===== src/hdl/sdpf_sqrt.sv =====
module sdpf_sqrt (
  input  logic        clk,
  input  logic        rst,
  input  logic        start,
  input  logic [63:0] x,
  output logic        done,
  output logic [31:0] root
);

  logic        run;
  logic [4:0]  cnt;
  logic [63:0] xr;
  logic [33:0] rem;
  logic [35:0] rem_n;
  logic [35:0] trial;
  logic [35:0] diff;
  logic        ge;

  // One root bit per cycle
  assign rem_n = {rem, xr[63:62]};
  assign trial = {2'b00, root, 2'b01};
  assign ge    = rem_n >= trial;
  assign diff  = rem_n - trial;

  always_ff @(posedge clk) begin
    if (rst) begin
      run  <= 1'b0;
      cnt  <= '0;
      done <= 1'b0;
    end else begin
      done <= 1'b0;
      if (start) begin
        run <= 1'b1;
        cnt <= '0;
      end else if (run) begin
        cnt <= cnt + 5'd1;
        if (cnt == 5'd31) begin
          run  <= 1'b0;
          done <= 1'b1;
        end
      end
    end
  end

  always_ff @(posedge clk) begin
    if (start) begin
      xr   <= x;
      rem  <= '0;
      root <= '0;
    end else if (run) begin
      xr   <= {xr[61:0], 2'b00};
      rem  <= ge ? diff[33:0] : rem_n[33:0];
      root <= {root[30:0], ge};
    end
  end

endmodule


===== config.mk =====
export PLATFORM = sky130hd
export DESIGN_NAME = sdpf_sqrt
export DESIGN_NICKNAME = d
export VERILOG_FILES = /design/src/hdl/sdpf_sqrt.sv
export SDC_FILE = /design/constraint.sdc
export NUM_CORES = 1
export LEC_CHECK = 0
export BUFFER_PORTS_ARGS = -buffer_cell sky130_fd_sc_hd__buf_2
export CORE_ASPECT_RATIO = 0.8
export CORE_MARGIN = 10
export CORE_UTILIZATION = 25
export CTS_BUF_LIST = sky130_fd_sc_hd__clkbuf_8
export DETAILED_ROUTE_END_ITERATION = 8
export GPL_TIMING_DRIVEN = 0
export PLACE_DENSITY = 0.46
export SYNTH_ARGS = -nofsm -noshare
export SYNTH_HDL_FRONTEND = slang
export SYNTH_SLANG_ARGS = --single-unit

===== constraint.sdc =====
create_clock -name clk -period 4.4 [get_ports clk]
set_clock_uncertainty 0.05 [all_clocks]
set_input_delay 0.44 -clock clk [delete_from_list [all_inputs] [get_ports clk]]
set_output_delay 0.44 -clock clk [all_outputs]
set_load 0.1 [all_outputs]

==> results.txt <==
Status - completed
Sw power - 0.00231 W
XOR/XNOR Fraction of Synth Area - 3.38%
Clock sink total - 137
Setup slack, reg-to-reg - 0.92 ns
Synthesized cell area - 0.00752 sq mm
Initial antenna violation count - 0
Combinational share of power - 52.1%
Syn Nets - 824
Placement Rows - 56
CTS H-tree depth - 4
Iter 0 DRT Violations - 305
Detail Placement HPWL - 15,100 microns
Top_reg_cell synth - dfxtp_1
Vias in the first global route - 5,581
DRT Wirelength - 20,700 microns
Core area - 0.0295 sq mm
Most frequent cell on the critical path - buf_12
Crit path max fanout - 10
CTS resizes - 0
Path depth of the worst reg2reg path - 13
Post-synth EDFFs - 64
Post-synthesis sequential element count - 137
Synth top area cells - edfxtp_1 (26%), dfxtp_1 (19%), mux2_2 (9.4%)
RSZ-0062 raised after global routing - false
CP Capture Type - flip-flop
Total GRT Usage - 11.0%
Sequential share of power - 29.0%
Post-Syn Area per Cell - 10.4 sq um
Clk slew on worst S/H paths - 0.09 ns
CTS tree - built
Post-synthesis cell type count - 57
Internal - 0.00331 W
Slew headroom - 43.6%
# DRC - 0
First-pass GRT wire length - 32,200 microns
CP Class - flip-flop to flip-flop
Avg WL per Cell - 16.5 microns
Pre-CTS WS - 0.938 ns
Ant. Diodes - 0
Worst setup margin - 0.925 ns
Required time of the worst setup path - 4.66 ns
Num CTS Buffers - 17
RR Endpoint - rem[14]$_SDFFE_PP0P_
Ys async rst share - 0%
Via density - 4.51
TNS Setup - 0 ns
Slowest-stage cell, CP - dfxtp_1
Ports - 100
Largest net degree at the start of global routing - 65
Post-route insts no fill - 1,257
Clock root buffer - clkbuf_8
Hold Startpoint - rst
Clk pwr share - 18.9%
Latest clock arrival within the worst-skew pair - 0.45 ns
Critical path launch point type - flip-flop
Synthesized-area fraction occupied by adder cells - 5.99%
Count of final max-slew check failures - 0
Chip width - 214 microns
Leak - 3.56 nW
Vias - 5,667
Largest family of logic cells by synthesized area - multiplexers
Final min period - 3.48 ns
Hold Buf Count CTS - 0
Final Hold Vio Count - 0
Worst min-delay path class - primary input to flip-flop
Fmax - 288 MHz
GPL Wtd Cong - 0.812
CP max stage delay - 0.46 ns
Placed Cells - 1,225
Mux contribution to synthesized area - 16.2%
Power Density - 631 mW/mm^2
Nets - 941
Post-route ant nets - 0
Critical Path, Cell by Cell - inv_1 -> ha_1 -> nor2b_1 -> o2111ai_1 -> o21ai_2 -> a311oi_4 -> o221ai_2 -> o21ai_4 -> and2_4 -> buf_12 -> buf_12 -> mux2i_1 -> a211oi_1
Area growth from synthesis to layout - 18.5%
Starting density of the core - 25.5%
Compound-Gate Fraction of Synth Area - 14.4%
Setup Viol. Count Final - 0
Crit path to - rem[14]$_SDFFE_PP0P_
Max-Cap Viols - 0
Switching Fraction - 41.0%
Synth Instances - 721
Postcts setup bufs - 0
CP Data Arrival Time - 3.74 ns
Die area - 0.0375 sq mm
DRT Pass-1 Iters - 5
Slew at the pin closest to its max-slew limit - 0.845 ns
Period Utilization, post-route - 79.0%
Layout cells sized above 1 - 24.6%
Number of buffers added on ports - 98
Yosys Warn Count - 0
R2r startpoint - root[0]$_SDFFE_PP0P_
Most frequent cells after synthesis - dfxtp_1 (73), nor2_1 (71), edfxtp_1 (64), mux2_2 (63), mux2i_1 (51)
Congestion Overflow GR - 0
Yosys top cell area share - 25.6%
Worst Setup SP - root[0]$_SDFFE_PP0P_
Die height - 175 microns
Clk buf depth - 2
Synth Area in Simple Gates - 10.1%
Post-synthesis sequential area ratio - 45.0%
Maximum VDD drop - 291 uV
Yosys top cell by area - edfxtp_1
Count leader, synth - dfxtp_1
## critical path, delay by kind of cell (launching register included)
kind	cells	cell delay (ns)
multiplexers	1	0.23
flip-flops	1	0.46
adder cells (fa/ha/maj)	1	0.34
buffers and inverters	3	0.37
AND/OR/NAND/NOR	2	0.38
AO/OA/AOI/OAI	6	1.49
## cell usage in the layout, fill, tap and decap left out, drive strengths merged, types with 5 or more instances in the layout
| master | count |
|---|---|
| buf | 113 |
| dfxtp | 73 |
| nor2 | 71 |
| edfxtp | 64 |
| mux2 | 63 |
| mux2i | 51 |
| inv | 50 |
| clkbuf | 43 |
| a21oi | 39 |
| ha | 36 |
| o21ai | 29 |
| nand2 | 28 |
| a211oi | 26 |
| a21o | 23 |
| xnor2 | 19 |
| nor3 | 13 |
| nand3 | 13 |
| xor2 | 10 |
| nand4 | 8 |
| and3 | 7 |
| nand2b | 5 |
| clkinv | 5 |
## registers in the layout, summed over array words and instances (netlist names)
name / cells
root: 32
run: 1
done: 1
rem: 34
cnt: 5
xr: 64
## power groups by stage
stage	Combinational (W)	Sequential [W]	Clock (W)
after CTS	0.00292	0.00163	0.00111
after detailed placement	0.00291	0.00166	0
after global routing	0.00322	0.00165	0.00116
after floorplan	0.00228	0.00163	0
final	0.00293	0.00163	0.00106
after global placement	0.00291	0.00166	0
## layout make-up
| class | instances | area [sq um] |
|---|---|---|
| multi-input combinational | 499 | 3760 |
| sequential | 137 | 3380 |
| clock buffer | 17 | 234 |
| fill | 3150 | 20600 |
| tap | 406 | 508 |
| buffer | 41 | 206 |
| timing repair buffer | 98 | 490 |
| inverter | 44 | 168 |
| clock inverter | 15 | 153 |
## how the worst min path moves through the flow
stage	to	slack (ns)	cells after the start
2_1_floorplan	rem[5]$_SDFFE_PP0P_	0.40	2
3_3_place_gp	rem[0]$_SDFFE_PP0P_	0.44	2
4_1_cts	cnt[0]$_SDFFE_PP0P_	0.18	2
3_5_place_dp	rem[33]$_SDFFE_PP0P_	0.45	2
6_report	cnt[0]$_SDFFE_PP0P_	0.21	2
5_1_grt	cnt[0]$_SDFFE_PP0P_	0.20	2
## kinds of logic (layout without fill, tap and decap cells)
family | Yosys count | after routing
buffers and inverters | 85 | 215
XOR/XNOR | 29 | 29
AND/OR/NAND/NOR | 163 | 163
adder cells (fa/ha/maj) | 36 | 36
AO/OA/AOI/OAI | 157 | 157
multiplexers | 114 | 114
flip-flops | 137 | 137
## routing by layer
layer	vias up	wire (microns)	track usage, %	part of all wire, %
li1	2876	-	-	-
met1	2689	10900	16.2	53
met2	92	8830	15.8	43
met3	10	830	2.41	4.0
met4	0	139	2.12	0.67
met5	-	0	0	0
## metrics by stage
step                instance area, sq um  total power, W  util, %  hold WS (ns)
floorplan                           7520         0.00391        -         0.401
global placement                    8520         0.00457     28.9         0.442
detailed placement                  8520         0.00456     28.9         0.449
CTS                                 8910         0.00566     30.2         0.184
global route                        8910         0.00603     30.2         0.196
finish                              8910         0.00562     30.2         0.211
Note: power is estimated with default switching activity, not from simulation.
