$ cat config.mk
export PLATFORM = sky130hd
export DESIGN_NAME = sdpf_mul
export DESIGN_NICKNAME = d
export VERILOG_FILES = /design/src/hdl/sdpf_pkg.sv /design/src/hdl/sdpf_mul.sv
export SDC_FILE = /design/constraint.sdc
export NUM_CORES = 2
export LEC_CHECK = 0
export ABC_CLOCK_PERIOD_IN_PS = 26600
export BUFFER_PORTS_ARGS = -buffer_cell sky130_fd_sc_hd__buf_2
export CORE_AREA = 5 5 349 180
export CTS_BUF_LIST = sky130_fd_sc_hd__clkbuf_4
export CTS_CLUSTER_SIZE = 25
export DETAILED_ROUTE_END_ITERATION = 16
export DIE_AREA = 0 0 354 185
export PLACE_DENSITY = 0.79
export SLEW_MARGIN = 20
export SYNTH_ARGS = -nofsm -noshare
export SYNTH_HDL_FRONTEND = slang
export SYNTH_SLANG_ARGS = --single-unit
$ cat constraint.sdc
create_clock -name clk -period 26.6 [get_ports clk]
set_input_delay 0 -clock clk [delete_from_list [all_inputs] [get_ports clk]]
set_output_delay 0 -clock clk [all_outputs]
set_load 0.02 [all_outputs]
$ cat src/hdl/sdpf_pkg.sv
package sdpf_pkg;

  // Default capacity of the particle store
  localparam int MAX_PARTICLES_DEF = 64;

  // Fixed port widths
  localparam int PIDX_W = 6;
  localparam int POS_W  = 32;
  localparam int REG_W  = 31;

  // Working magnitudes are 48 bits, signed values 49 bits (range +-2^47)
  localparam int MAG_W = 48;
  typedef logic [MAG_W-1:0]        mag_t;
  typedef logic signed [MAG_W:0]   sfix_t;
  typedef logic [2*MAG_W-1:0]      prod_t;

  localparam mag_t  LIM   = 48'h8000_0000_0000;
  localparam mag_t  K6PI  = 48'd125165;
  localparam mag_t  K12PI = 48'd250329;
  localparam sfix_t ONE   = 49'sd65536;

  typedef enum logic [1:0] {
    ACT_LOAD    = 2'd0,
    ACT_COMPUTE = 2'd1,
    ACT_CLEAR   = 2'd2
  } action_t;

  typedef enum logic [1:0] {
    REG_RADIUS = 2'd0,
    REG_TARGET = 2'd1,
    REG_GAIN   = 2'd2
  } reg_idx_t;

  typedef enum logic [4:0] {
    ST_IDLE, ST_R2, ST_I_RD, ST_I_CAP, ST_PI, ST_J_RD, ST_OFF, ST_SQ, ST_CMP,
    ST_SQRT, ST_Q, ST_K0, ST_K1, ST_K2, ST_K3, ST_DIR, ST_S0, ST_SDIV, ST_PJ,
    ST_T0, ST_T1, ST_T2, ST_T3, ST_NEXT_J, ST_DWR, ST_ACC, ST_EMIT
  } state_t;

  // Magnitude of a signed working value
  function automatic mag_t mag_of(sfix_t v);
    sfix_t a;
    a = v[MAG_W] ? -v : v;
    return a[MAG_W-1:0];
  endfunction

  // Attach a sign to a magnitude
  function automatic sfix_t with_sign(mag_t m, logic neg);
    sfix_t s;
    s = sfix_t'({1'b0, m});
    return neg ? -s : s;
  endfunction

  // Drop 16 fraction bits of a full product and saturate
  function automatic mag_t qprod(prod_t p);
    return (|p[2*MAG_W-1:MAG_W+15]) ? LIM : {1'b0, p[MAG_W+14:16]};
  endfunction

  // Saturating add
  function automatic sfix_t sat_add(sfix_t a, sfix_t b);
    logic signed [MAG_W+1:0] s;
    logic signed [MAG_W+1:0] lim;
    logic signed [MAG_W+1:0] nlim;
    s    = $signed({a[MAG_W], a}) + $signed({b[MAG_W], b});
    lim  = $signed({2'b00, LIM});
    nlim = -lim;
    if (s > lim) begin
      return lim[MAG_W:0];
    end else if (s < nlim) begin
      return nlim[MAG_W:0];
    end
    return s[MAG_W:0];
  endfunction

  // Average of two values, truncated toward zero
  function automatic sfix_t half_sum(sfix_t a, sfix_t b);
    logic signed [MAG_W+1:0] s;
    logic signed [MAG_W+1:0] h;
    s = $signed({a[MAG_W], a}) + $signed({b[MAG_W], b});
    if (s[MAG_W+1]) begin
      s = s + 50'sd1;
    end
    h = s >>> 1;
    return h[MAG_W:0];
  endfunction

  // Clamp to the 32-bit output range
  function automatic logic [31:0] clamp32(sfix_t v);
    if (v > $signed(49'h0_0000_7FFF_FFFF)) begin
      return 32'h7FFF_FFFF;
    end else if (v < $signed(49'h1_FFFF_8000_0000)) begin
      return 32'h8000_0000;
    end
    return v[31:0];
  endfunction

endpackage

$ cat src/hdl/sdpf_mul.sv
module sdpf_mul (
  input  logic            clk,
  input  logic            rst,
  input  logic            start,
  input  sdpf_pkg::mag_t  a,
  input  sdpf_pkg::mag_t  b,
  output logic            done,
  output sdpf_pkg::prod_t prod
);

  logic             run;
  logic [1:0]       stp;
  sdpf_pkg::mag_t   oa;
  sdpf_pkg::mag_t   ob;
  sdpf_pkg::prod_t  acc;
  logic [23:0]      pa;
  logic [23:0]      pb;
  logic [47:0]      pp;
  sdpf_pkg::prod_t  pp_sh;

  // Pick one 24x24 partial product per step
  assign pa = stp[0] ? oa[47:24] : oa[23:0];
  assign pb = stp[1] ? ob[47:24] : ob[23:0];
  assign pp = pa * pb;

  always_comb begin
    case (stp) inside
      2'd0:       pp_sh = {48'b0, pp};
      2'd1, 2'd2: pp_sh = {24'b0, pp, 24'b0};
      default:    pp_sh = {pp, 48'b0};
    endcase
  end

  // Sequence control
  always_ff @(posedge clk) begin
    if (rst) begin
      run  <= 1'b0;
      stp  <= 2'd0;
      done <= 1'b0;
    end else begin
      done <= 1'b0;
      if (start) begin
        run <= 1'b1;
        stp <= 2'd0;
      end else if (run) begin
        stp <= stp + 2'd1;
        if (stp == 2'd3) begin
          run  <= 1'b0;
          done <= 1'b1;
        end
      end
    end
  end

  // Accumulate partial products
  always_ff @(posedge clk) begin
    if (start) begin
      oa  <= a;
      ob  <= b;
      acc <= '0;
    end else if (run) begin
      acc <= acc + pp_sh;
    end
  end

  assign prod = acc;

endmodule

==> results.cfg <==
[status]
status = finished clean

[global_route]
grt_pass1_vias = 28100
grt_max_degree = 83
overflow = 0
grt_util_all_layers_pct = 35.6
grt_antenna_before_repair = 5
grt_pass1_wl_um = 174000

[flow_run]
maxCapViolCount = 0

[setup_path]
crit_path_frequent_cell = fa_1
worstPathMaxFanout = 40
critical-path-max-stage-delay_ps = 970
cp.required_ps = 27290
rr_startpoint = stp[0]
rr_worst_depth = 36
cp-start-kind = flop
r2r-end = prod[92]
worstSetupEndpointType = flop
critPathKind = flop to flop
cp_slowest_cell = mux2i_2
arrival_ps = 13380
reg2reg_slack_ps = 13910

[synth]
yosys.area.top_type_share_pct = 30.0
synthMuxAreaShare_pct = 5.52
synth_cells = 3681
synth_edf_count = 96
yosys_warnings = 0
synth_compound_area_share_pct = 11.2
synth-simple-area-share_pct = 14.6
yosysUniqueCellTypes = 88
yosys.area_share.adder_pct = 40.5
synthesis.nets = 4534
async_flop_share_pct = 0
synth_area_leaders = fa_1, ha_1, edfxtp_1
synth_area_um2 = 32300
yosysTopAreaCell = fa_1
yosys_most_used_dff = dfxtp_1
synth_xor_area_share_pct = 3.58
synth-seq-area-share_pct = 15.1
ys_ff_latch = 196
synth_top_family_by_area = adder cells
syn_area_per_cell_um2 = 8.77

[sta]
fin_crit_ps = 12690
fin_tns_setup_ps = 0
hold_viol = 0
setup_viol = 0
worst_pin_slew_ps = 1350
slew_headroom_pct = 8.38
drv_slew = 0
skew_ps = 62.5
max_freq_mhz = 78.8
rsz0062_at_grt = false
min_period_over_period_pct = 47.7

[clock_network]
cts_resized = 0
cts.clk_slew.worst_paths_ps = 200
postCtsSetupRepairBufs = 0
cts_tree = built
clkSinkCount = 196
h-tree-depth = 4
cts_buffers = 17
clk_latency_ps = 830
cts-root-buf = clkbuf_4
clockBufferDepth = 2

[routing]
antenna_left = 0
routed_wl_um = 117000
dr.pass1.iters = 11
routedWlPerCell_um = 24.6
vias = 28900
vias_per_cell = 6.04
drt_iter0_markers = 4110
route.detailed.drc = 0

[floorplan]
core_area_um2 = 59800
placementRows = 64
chipHeight_um = 185
start_util_pct = 54.0
dieArea_um2 = 65500
die_w_um = 354
ios = 196

[placement]
port_buffers = 195
dp.final_hpwl_um = 91200
place_inst = 4546
gp_congestion = 1.10

[min_path]
hp-class = input pin to flop
hold_start = start
whs_path_depth = 3
min_to = prod[67]

[final_layout]
drive_gt1_share_pct = 9.37
final_cells = 4782
layout.nets = 4821
area_growth_pct = 12.0
layout_commonest_cell = inv_1
final_cell_mix = inv_1, fa_1, nor2_1
[registers in the layout, indices dropped and copies added, names as in the netlist]
name	cells
oa	48
done	1
ob	48
prod	96
stp	2
run	1
[repair_timing]
item                                    in CTS  in global routing
endpoints found under the setup margin       0                  0
hold endpoints to repair                   161                  0
hold buffers                               195                  0
[synthesized netlist by cell type (6+ instances only)]
cell and count:
a211o_1 6, a211oi_1 22, a21boi_0 8, a21o_1 71
a21oi_1 169, a221o_1 8, a22o_1 15, a31oi_1 18
and2_1 51, and3_1 10, and4_1 8, buf_6 9
clkbuf_1 136, dfxtp_1 100, edfxtp_1 96, fa_1 483
ha_1 271, inv_1 591, mux2_2 48, mux2i_1 124
nand2_1 427, nand2b_1 13, nand3_1 31, nand4_1 42
nor2_1 449, nor2b_1 14, nor3_1 20, nor4_1 6
o211ai_1 16, o21a_1 19, o21ai_0 100, o21ai_1 12
o21bai_1 35, o31ai_1 7, or2_2 7, or3_1 8
xnor2_1 82, xor2_1 50
[layout make-up]
cell class                 instances  area [µm²]
multi-input combinational       2721       24400
tap                              792         991
clock buffer                      17         128
sequential                       196        4890
timing repair buffer             439        3310
inverter                         593        2230
antenna                            9        22.5
clock inverter                    15         184
fill                            5082       23700
[worst max path at each step]
| stage | startpoint | endpoint | depth (start not counted) |
|---|---|---|---|
| floorplan | stp[0] | prod[81] | 41 |
| global placement | stp[0] | prod[92] | 35 |
| detailed placement | stp[0] | prod[92] | 35 |
| CTS | stp[0] | prod[92] | 35 |
| global route | stp[0] | prod[92] | 37 |
| finish | stp[0] | prod[92] | 36 |
[metrics by stage]
| step | setup slack, ps | cell area, µm² | hold slack (ps) | util, % |
|---|---|---|---|---|
| CTS | 14080 | 36100 | 55.8 | 60.4 |
| detailed placement | 14150 | 33900 | 178 | 56.6 |
| global route | 13620 | 36200 | 66.6 | 60.4 |
| floorplan | 15940 | 32300 | 72.4 | - |
| global placement | 14430 | 33900 | 177 | 56.6 |
| finish | 13910 | 36200 | 119 | 60.5 |
[layer usage]
layer	up-vias	global-route usage, %	wire (µm)
met5	-	4.00	410
met4	8	9.78	4000
met3	347	19.7	20800
met2	2135	46.3	43900
met1	14000	50.2	48300
li1	12400	-	-
[worst max-delay path: cells and delay by family, from the launching register on]
family                   cells  cell delay [ps]
AND/OR/NAND/NOR              3              540
adder cells (fa/ha/maj)      9             4360
XOR/XNOR                     2              450
flip-flops                   1              670
multiplexers                 1              970
buffers and inverters        5              830
AO/OA/AOI/OAI               16             4710
[logic make-up after synthesis]
kind of cell    after synthesis
buf+inv                     764
xor+xnor                    132
compound gates              558
simple gates               1105
fa+ha+maj                   754
mux                         172
flops                       196
Power is not shown: default switching activity piles up to over one toggle a cycle in this logic, so the estimate is an artifact.
