--- src/hdl/sdpf_pkg.sv ---
package sdpf_pkg;

  // Default capacity of the particle store
  localparam int MAX_PARTICLES_DEF = 64;

  // Fixed port widths
  localparam int PIDX_W = 6;
  localparam int POS_W  = 32;
  localparam int REG_W  = 31;

  // Working magnitudes are 48 bits, signed values 49 bits (range +-2^47)
  localparam int MAG_W = 48;
  typedef logic [MAG_W-1:0]        mag_t;
  typedef logic signed [MAG_W:0]   sfix_t;
  typedef logic [2*MAG_W-1:0]      prod_t;

  localparam mag_t  LIM   = 48'h8000_0000_0000;
  localparam mag_t  K6PI  = 48'd125165;
  localparam mag_t  K12PI = 48'd250329;
  localparam sfix_t ONE   = 49'sd65536;

  typedef enum logic [1:0] {
    ACT_LOAD    = 2'd0,
    ACT_COMPUTE = 2'd1,
    ACT_CLEAR   = 2'd2
  } action_t;

  typedef enum logic [1:0] {
    REG_RADIUS = 2'd0,
    REG_TARGET = 2'd1,
    REG_GAIN   = 2'd2
  } reg_idx_t;

  typedef enum logic [4:0] {
    ST_IDLE, ST_R2, ST_I_RD, ST_I_CAP, ST_PI, ST_J_RD, ST_OFF, ST_SQ, ST_CMP,
    ST_SQRT, ST_Q, ST_K0, ST_K1, ST_K2, ST_K3, ST_DIR, ST_S0, ST_SDIV, ST_PJ,
    ST_T0, ST_T1, ST_T2, ST_T3, ST_NEXT_J, ST_DWR, ST_ACC, ST_EMIT
  } state_t;

  // Magnitude of a signed working value
  function automatic mag_t mag_of(sfix_t v);
    sfix_t a;
    a = v[MAG_W] ? -v : v;
    return a[MAG_W-1:0];
  endfunction

  // Attach a sign to a magnitude
  function automatic sfix_t with_sign(mag_t m, logic neg);
    sfix_t s;
    s = sfix_t'({1'b0, m});
    return neg ? -s : s;
  endfunction

  // Drop 16 fraction bits of a full product and saturate
  function automatic mag_t qprod(prod_t p);
    return (|p[2*MAG_W-1:MAG_W+15]) ? LIM : {1'b0, p[MAG_W+14:16]};
  endfunction

  // Saturating add
  function automatic sfix_t sat_add(sfix_t a, sfix_t b);
    logic signed [MAG_W+1:0] s;
    logic signed [MAG_W+1:0] lim;
    logic signed [MAG_W+1:0] nlim;
    s    = $signed({a[MAG_W], a}) + $signed({b[MAG_W], b});
    lim  = $signed({2'b00, LIM});
    nlim = -lim;
    if (s > lim) begin
      return lim[MAG_W:0];
    end else if (s < nlim) begin
      return nlim[MAG_W:0];
    end
    return s[MAG_W:0];
  endfunction

  // Average of two values, truncated toward zero
  function automatic sfix_t half_sum(sfix_t a, sfix_t b);
    logic signed [MAG_W+1:0] s;
    logic signed [MAG_W+1:0] h;
    s = $signed({a[MAG_W], a}) + $signed({b[MAG_W], b});
    if (s[MAG_W+1]) begin
      s = s + 50'sd1;
    end
    h = s >>> 1;
    return h[MAG_W:0];
  endfunction

  // Clamp to the 32-bit output range
  function automatic logic [31:0] clamp32(sfix_t v);
    if (v > $signed(49'h0_0000_7FFF_FFFF)) begin
      return 32'h7FFF_FFFF;
    end else if (v < $signed(49'h1_FFFF_8000_0000)) begin
      return 32'h8000_0000;
    end
    return v[31:0];
  endfunction

endpackage

--- src/hdl/sdpf_div.sv ---
module sdpf_div (
  input  logic           clk,
  input  logic           rst,
  input  logic           start,
  input  sdpf_pkg::mag_t num,
  input  sdpf_pkg::mag_t den,
  output logic           done,
  output sdpf_pkg::mag_t quo
);

  localparam int NW = sdpf_pkg::MAG_W + 16;

  logic                       run;
  logic [$clog2(NW)-1:0]      cnt;
  logic [NW-1:0]              nreg;
  logic [NW-1:0]              qreg;
  logic [sdpf_pkg::MAG_W-1:0] rem;
  sdpf_pkg::mag_t             dreg;
  logic                       dz;
  logic                       nz;
  logic [sdpf_pkg::MAG_W:0]   rem_sh;
  logic [sdpf_pkg::MAG_W:0]   rem_nx;
  logic                       ge;

  // One quotient bit per cycle
  assign rem_sh = {rem, nreg[NW-1]};
  assign ge     = rem_sh >= {1'b0, dreg};
  assign rem_nx = ge ? (rem_sh - {1'b0, dreg}) : rem_sh;

  always_ff @(posedge clk) begin
    if (rst) begin
      run  <= 1'b0;
      cnt  <= '0;
      done <= 1'b0;
    end else begin
      done <= 1'b0;
      if (start) begin
        run <= 1'b1;
        cnt <= '0;
      end else if (run) begin
        cnt <= cnt + 1'b1;
        if (cnt == $clog2(NW)'(NW - 1)) begin
          run  <= 1'b0;
          done <= 1'b1;
        end
      end
    end
  end

  always_ff @(posedge clk) begin
    if (start) begin
      nreg <= {num, 16'b0};
      qreg <= '0;
      rem  <= '0;
      dreg <= den;
      dz   <= (den == '0);
      nz   <= (num != '0);
    end else if (run) begin
      nreg <= {nreg[NW-2:0], 1'b0};
      qreg <= {qreg[NW-2:0], ge};
      rem  <= rem_nx[sdpf_pkg::MAG_W-1:0];
    end
  end

  // Saturate, and treat a zero divisor by the dividend
  always_comb begin
    if (dz) begin
      quo = nz ? sdpf_pkg::LIM : '0;
    end else if (|qreg[NW-1:sdpf_pkg::MAG_W-1]) begin
      quo = sdpf_pkg::LIM;
    end else begin
      quo = qreg[sdpf_pkg::MAG_W-1:0];
    end
  end

endmodule

--- config.mk ---
export PLATFORM = sky130hd
export DESIGN_NAME = sdpf_div
export DESIGN_NICKNAME = d
export VERILOG_FILES = /design/src/hdl/sdpf_pkg.sv /design/src/hdl/sdpf_div.sv
export SDC_FILE = /design/constraint.sdc
export NUM_CORES = 1
export LEC_CHECK = 0
export ABC_AREA = 0
export CAP_MARGIN = 20
export CORE_MARGIN = 4
export CORE_UTILIZATION = 51
export CTS_CLUSTER_SIZE = 25
export DETAILED_ROUTE_END_ITERATION = 10
export DONT_BUFFER_PORTS = 1
export HOLD_SLACK_MARGIN = 0.1
export PLACE_DENSITY = 0.73
export SKIP_CTS_REPAIR_TIMING = 1
export SYNTH_ARGS = -nofsm -noshare
export SYNTH_HDL_FRONTEND = slang
export SYNTH_SLANG_ARGS = --single-unit
--- constraint.sdc ---
create_clock -name clk -period 3.15 [get_ports clk]
set_input_delay 0.7875 -clock clk [delete_from_list [all_inputs] [get_ports clk]]
set_output_delay 0.7875 -clock clk [all_outputs]
set_load 0.01 [all_outputs]
==> flow_metrics.env <==
export IMPL_setup_viol=0
export IMPL_synth_flop_cell="dfxtp_1"
export IMPL_grt_ovfl_total=0
export IMPL_place_gp_congestion=0.918
export IMPL_syn_area_sq_um=11900
export IMPL_num_vias=8992
export IMPL_start_util_pct=52.2
export IMPL_root_buffer="clkbuf_16"
export IMPL_cp_num_buf_inv=1
export IMPL_port_buffers=0
export IMPL_die_h_um=161
export IMPL_synthToLayoutAreaGrowth_pct=10.8
export IMPL_die_area_sq_um=25900
export IMPL_synth_async_sr_flop_share_pct=0
export IMPL_nets=1383
export IMPL_worst_pin_slew_ns=0.891
export IMPL_dieWidth_um=161
export IMPL_worstSetupPathType="flop to output pin"
export IMPL_ys_top_cells_by_area="edfxtp_1 (25%), dfxtp_1 (20%), mux2i_1 (5.5%), ha_1 (5.1%), mux2_2 (4.4%)"
export IMPL_final_cell_mix="nor2_1 (140), nand2_1 (128), dfxtp_1 (119)"
export IMPL_synth_top_area_cell="edfxtp_1"
export IMPL_rsz0062_at_grt="no"
export IMPL_period_share_pct=94.4
export IMPL_ctsHtreeMaxLevel=1
export IMPL_cts_inserted_buffers=25
export IMPL_grt_antenna_before_repair=0
export IMPL_cts_tree="done"
export IMPL_maxCapViolCount=0
export IMPL_syn_nets=1401
export IMPL_drc_errors=0
export IMPL_met1_length_um=12300
export IMPL_arrival_ns=2.19
export IMPL_antenna_cells=0
export IMPL_path_max_fanout=48
export IMPL_dr_pass1_iters=5
export IMPL_hold_viol=0
export IMPL_crit_slowest_cell="or4_1"
export IMPL_layout_cells_most_common="nor2_1"
export IMPL_rows=55
export IMPL_power_mw=7.76
export IMPL_fin_crit_ns=2.97
export IMPL_fin_worst_skew_ns=0.0177
export IMPL_ys_warn_count=0
export IMPL_wl_met3_um=2130
export IMPL_slowest_delay_ns=0.54
export IMPL_clock_sinks=218
export IMPL_fmax_mhz=336
export IMPL_yosysSeqAreaShare_pct=44.8
export IMPL_hold_path_class="input pin to flop"
export IMPL_layout_drive_gt1_share_pct=12.0
export IMPL_synth_cell_types=71
export IMPL_ir_drop_v=0.000499
export IMPL_cp_required_ns=2.36
export IMPL_clkLatencyLatePin_ns=0.54
export IMPL_synth_area_per_cell_sq_um=9.53
export IMPL_yosysTopAreaCellShare_pct=24.7
export IMPL_routed_wl_um=27200
export IMPL_boundaryPins=148
export IMPL_track_usage_pct=20.4
export IMPL_top_layer_used="met4"
export IMPL_crit_chain="or4_1, nor4_2, buf_6, and2_1"
export IMPL_synth_edf_count=98
export IMPL_synth_seq_cells=218
export IMPL_clock_path_buffers=3
export IMPL_layoutNonFillerInstCount=1566
export IMPL_grt_pass1_vias=8762
export IMPL_drtIter0Drc=619
export IMPL_cp_top_family="simple AND/OR/NAND/NOR gates"
export IMPL_status="finished clean"
export IMPL_avgViaCountPerCell=5.74
export IMPL_drv_slew=0
export IMPL_n_fill_cell=1983
export IMPL_wl_met2_um=12200
export IMPL_cts_clk_slew_worst_paths_ns=0.06
export IMPL_crit_path_end_kind="output pin"
export IMPL_antenna_left=0
export IMPL_startpoint_type="flop"
export IMPL_wl_per_cell_um=17.4
export IMPL_dpl_cell_count=1513
export IMPL_leakage_nw=5.28
export IMPL_coreArea_sq_um=22800
export IMPL_grt_pass1_wl_um=44600
export IMPL_power_density_nw_per_um2=587
export IMPL_grt_max_degree=212
export IMPL_synth_cells=1252
export IMPL_max_slew_margin_pct=40.6
export IMPL_finalSetupTns_ns=0
export IMPL_dpl_hpwl_um=18700
[final timing paths]
kind                         start              endpoint  cells after the start  slack [ns]
max          qreg[47]$_SDFFE_PP0P_               quo[36]                      4        0.18
min                            rst        run$_SDFF_PP0_                      1        0.30
max reg2reg      dreg[8]$_DFFE_PP_  rem[37]$_SDFFE_PP0P_                     12        0.19
min reg2reg   rem[22]$_SDFFE_PP0P_  rem[23]$_SDFFE_PP0P_                      2        0.49
[cells by family (layout without fill, tap and decap cells)]
logic type	after synthesis	after routing	share of synthesized area, %
and+or+nand+nor	457	458	18.1
AOI/OAI and AO/OA	232	232	14.0
DFF	218	218	44.8
buffers and inverters	140	140	4.69
muxes	116	116	10.3
adders and majority gates	50	50	5.31
xor gates and xnor gates	39	39	2.86
[cell type report]
type	count	area, sq um	share of cell area (%)
clock inverter	14	171	1.30
tap	313	392	2.96
multi-input combinational	895	6070	45.9
inverter	66	248	1.88
clock buffer	32	703	5.32
sequential	218	5350	40.5
timing repair buffer	28	280	2.12
[per-layer routing]
metal,GRT usage [%],vias to the layer above
met2,32.5,269
met5,0,-
met4,5.27,0
li1,-,4455
met3,5.70,49
met1,27.5,4219
[synthesized netlist by cell type, types with 3 or more instances]
cell	number
nor4_1	30
o211ai_1	9
nor2b_1	5
buf_2	15
xnor2_1	20
o21ai_1	5
buf_1	6
or2_2	3
nor2_1	140
o31a_1	3
mux2_2	47
edfxtp_1	98
a21o_1	26
nand2b_1	5
nor3_1	18
and3_1	5
a31oi_1	4
nand4_1	26
inv_1	66
a211oi_1	10
and2_1	53
clkbuf_1	49
o21bai_1	7
mux2i_1	66
xor2_1	19
a311oi_1	37
o21a_1	8
nand3_1	22
buf_4	4
o21ai_0	31
mux2_1	3
and4_1	4
ha_1	49
o22ai_1	3
or3_1	8
dfxtp_1	120
a21oi_1	60
nand2_1	129
[power breakdown]
| group | switching [mW] | internal (mW) | leakage (nW) |
|---|---|---|---|
| Sequential | 0.0871 | 3.16 | 1.95 |
| Combinational | 0.846 | 0.620 | 2.89 |
| Clock | 1.21 | 1.84 | 0.433 |
| Total | 2.14 | 5.62 | 5.28 |
[sequential cells by signal, summed over array words and instances (netlist names)]
register  flops
cnt           6
done          1
dreg         48
dz            1
nreg         48
nz            1
qreg         64
rem          48
run           1
[metrics by stage]
step                hold WS, ns  cell area [sq um]  util [%]  setup slack [ns]
CTS                       0.284              13100      57.4            0.0565
detailed placement        0.481              12200      53.6            0.0864
finish                    0.302              13200      57.8             0.176
global placement          0.473              12200      53.6             0.186
global route              0.284              13200      57.8            0.0253
floorplan                 0.454              11900         -             0.292
Power figures use the tool's default switching activity.
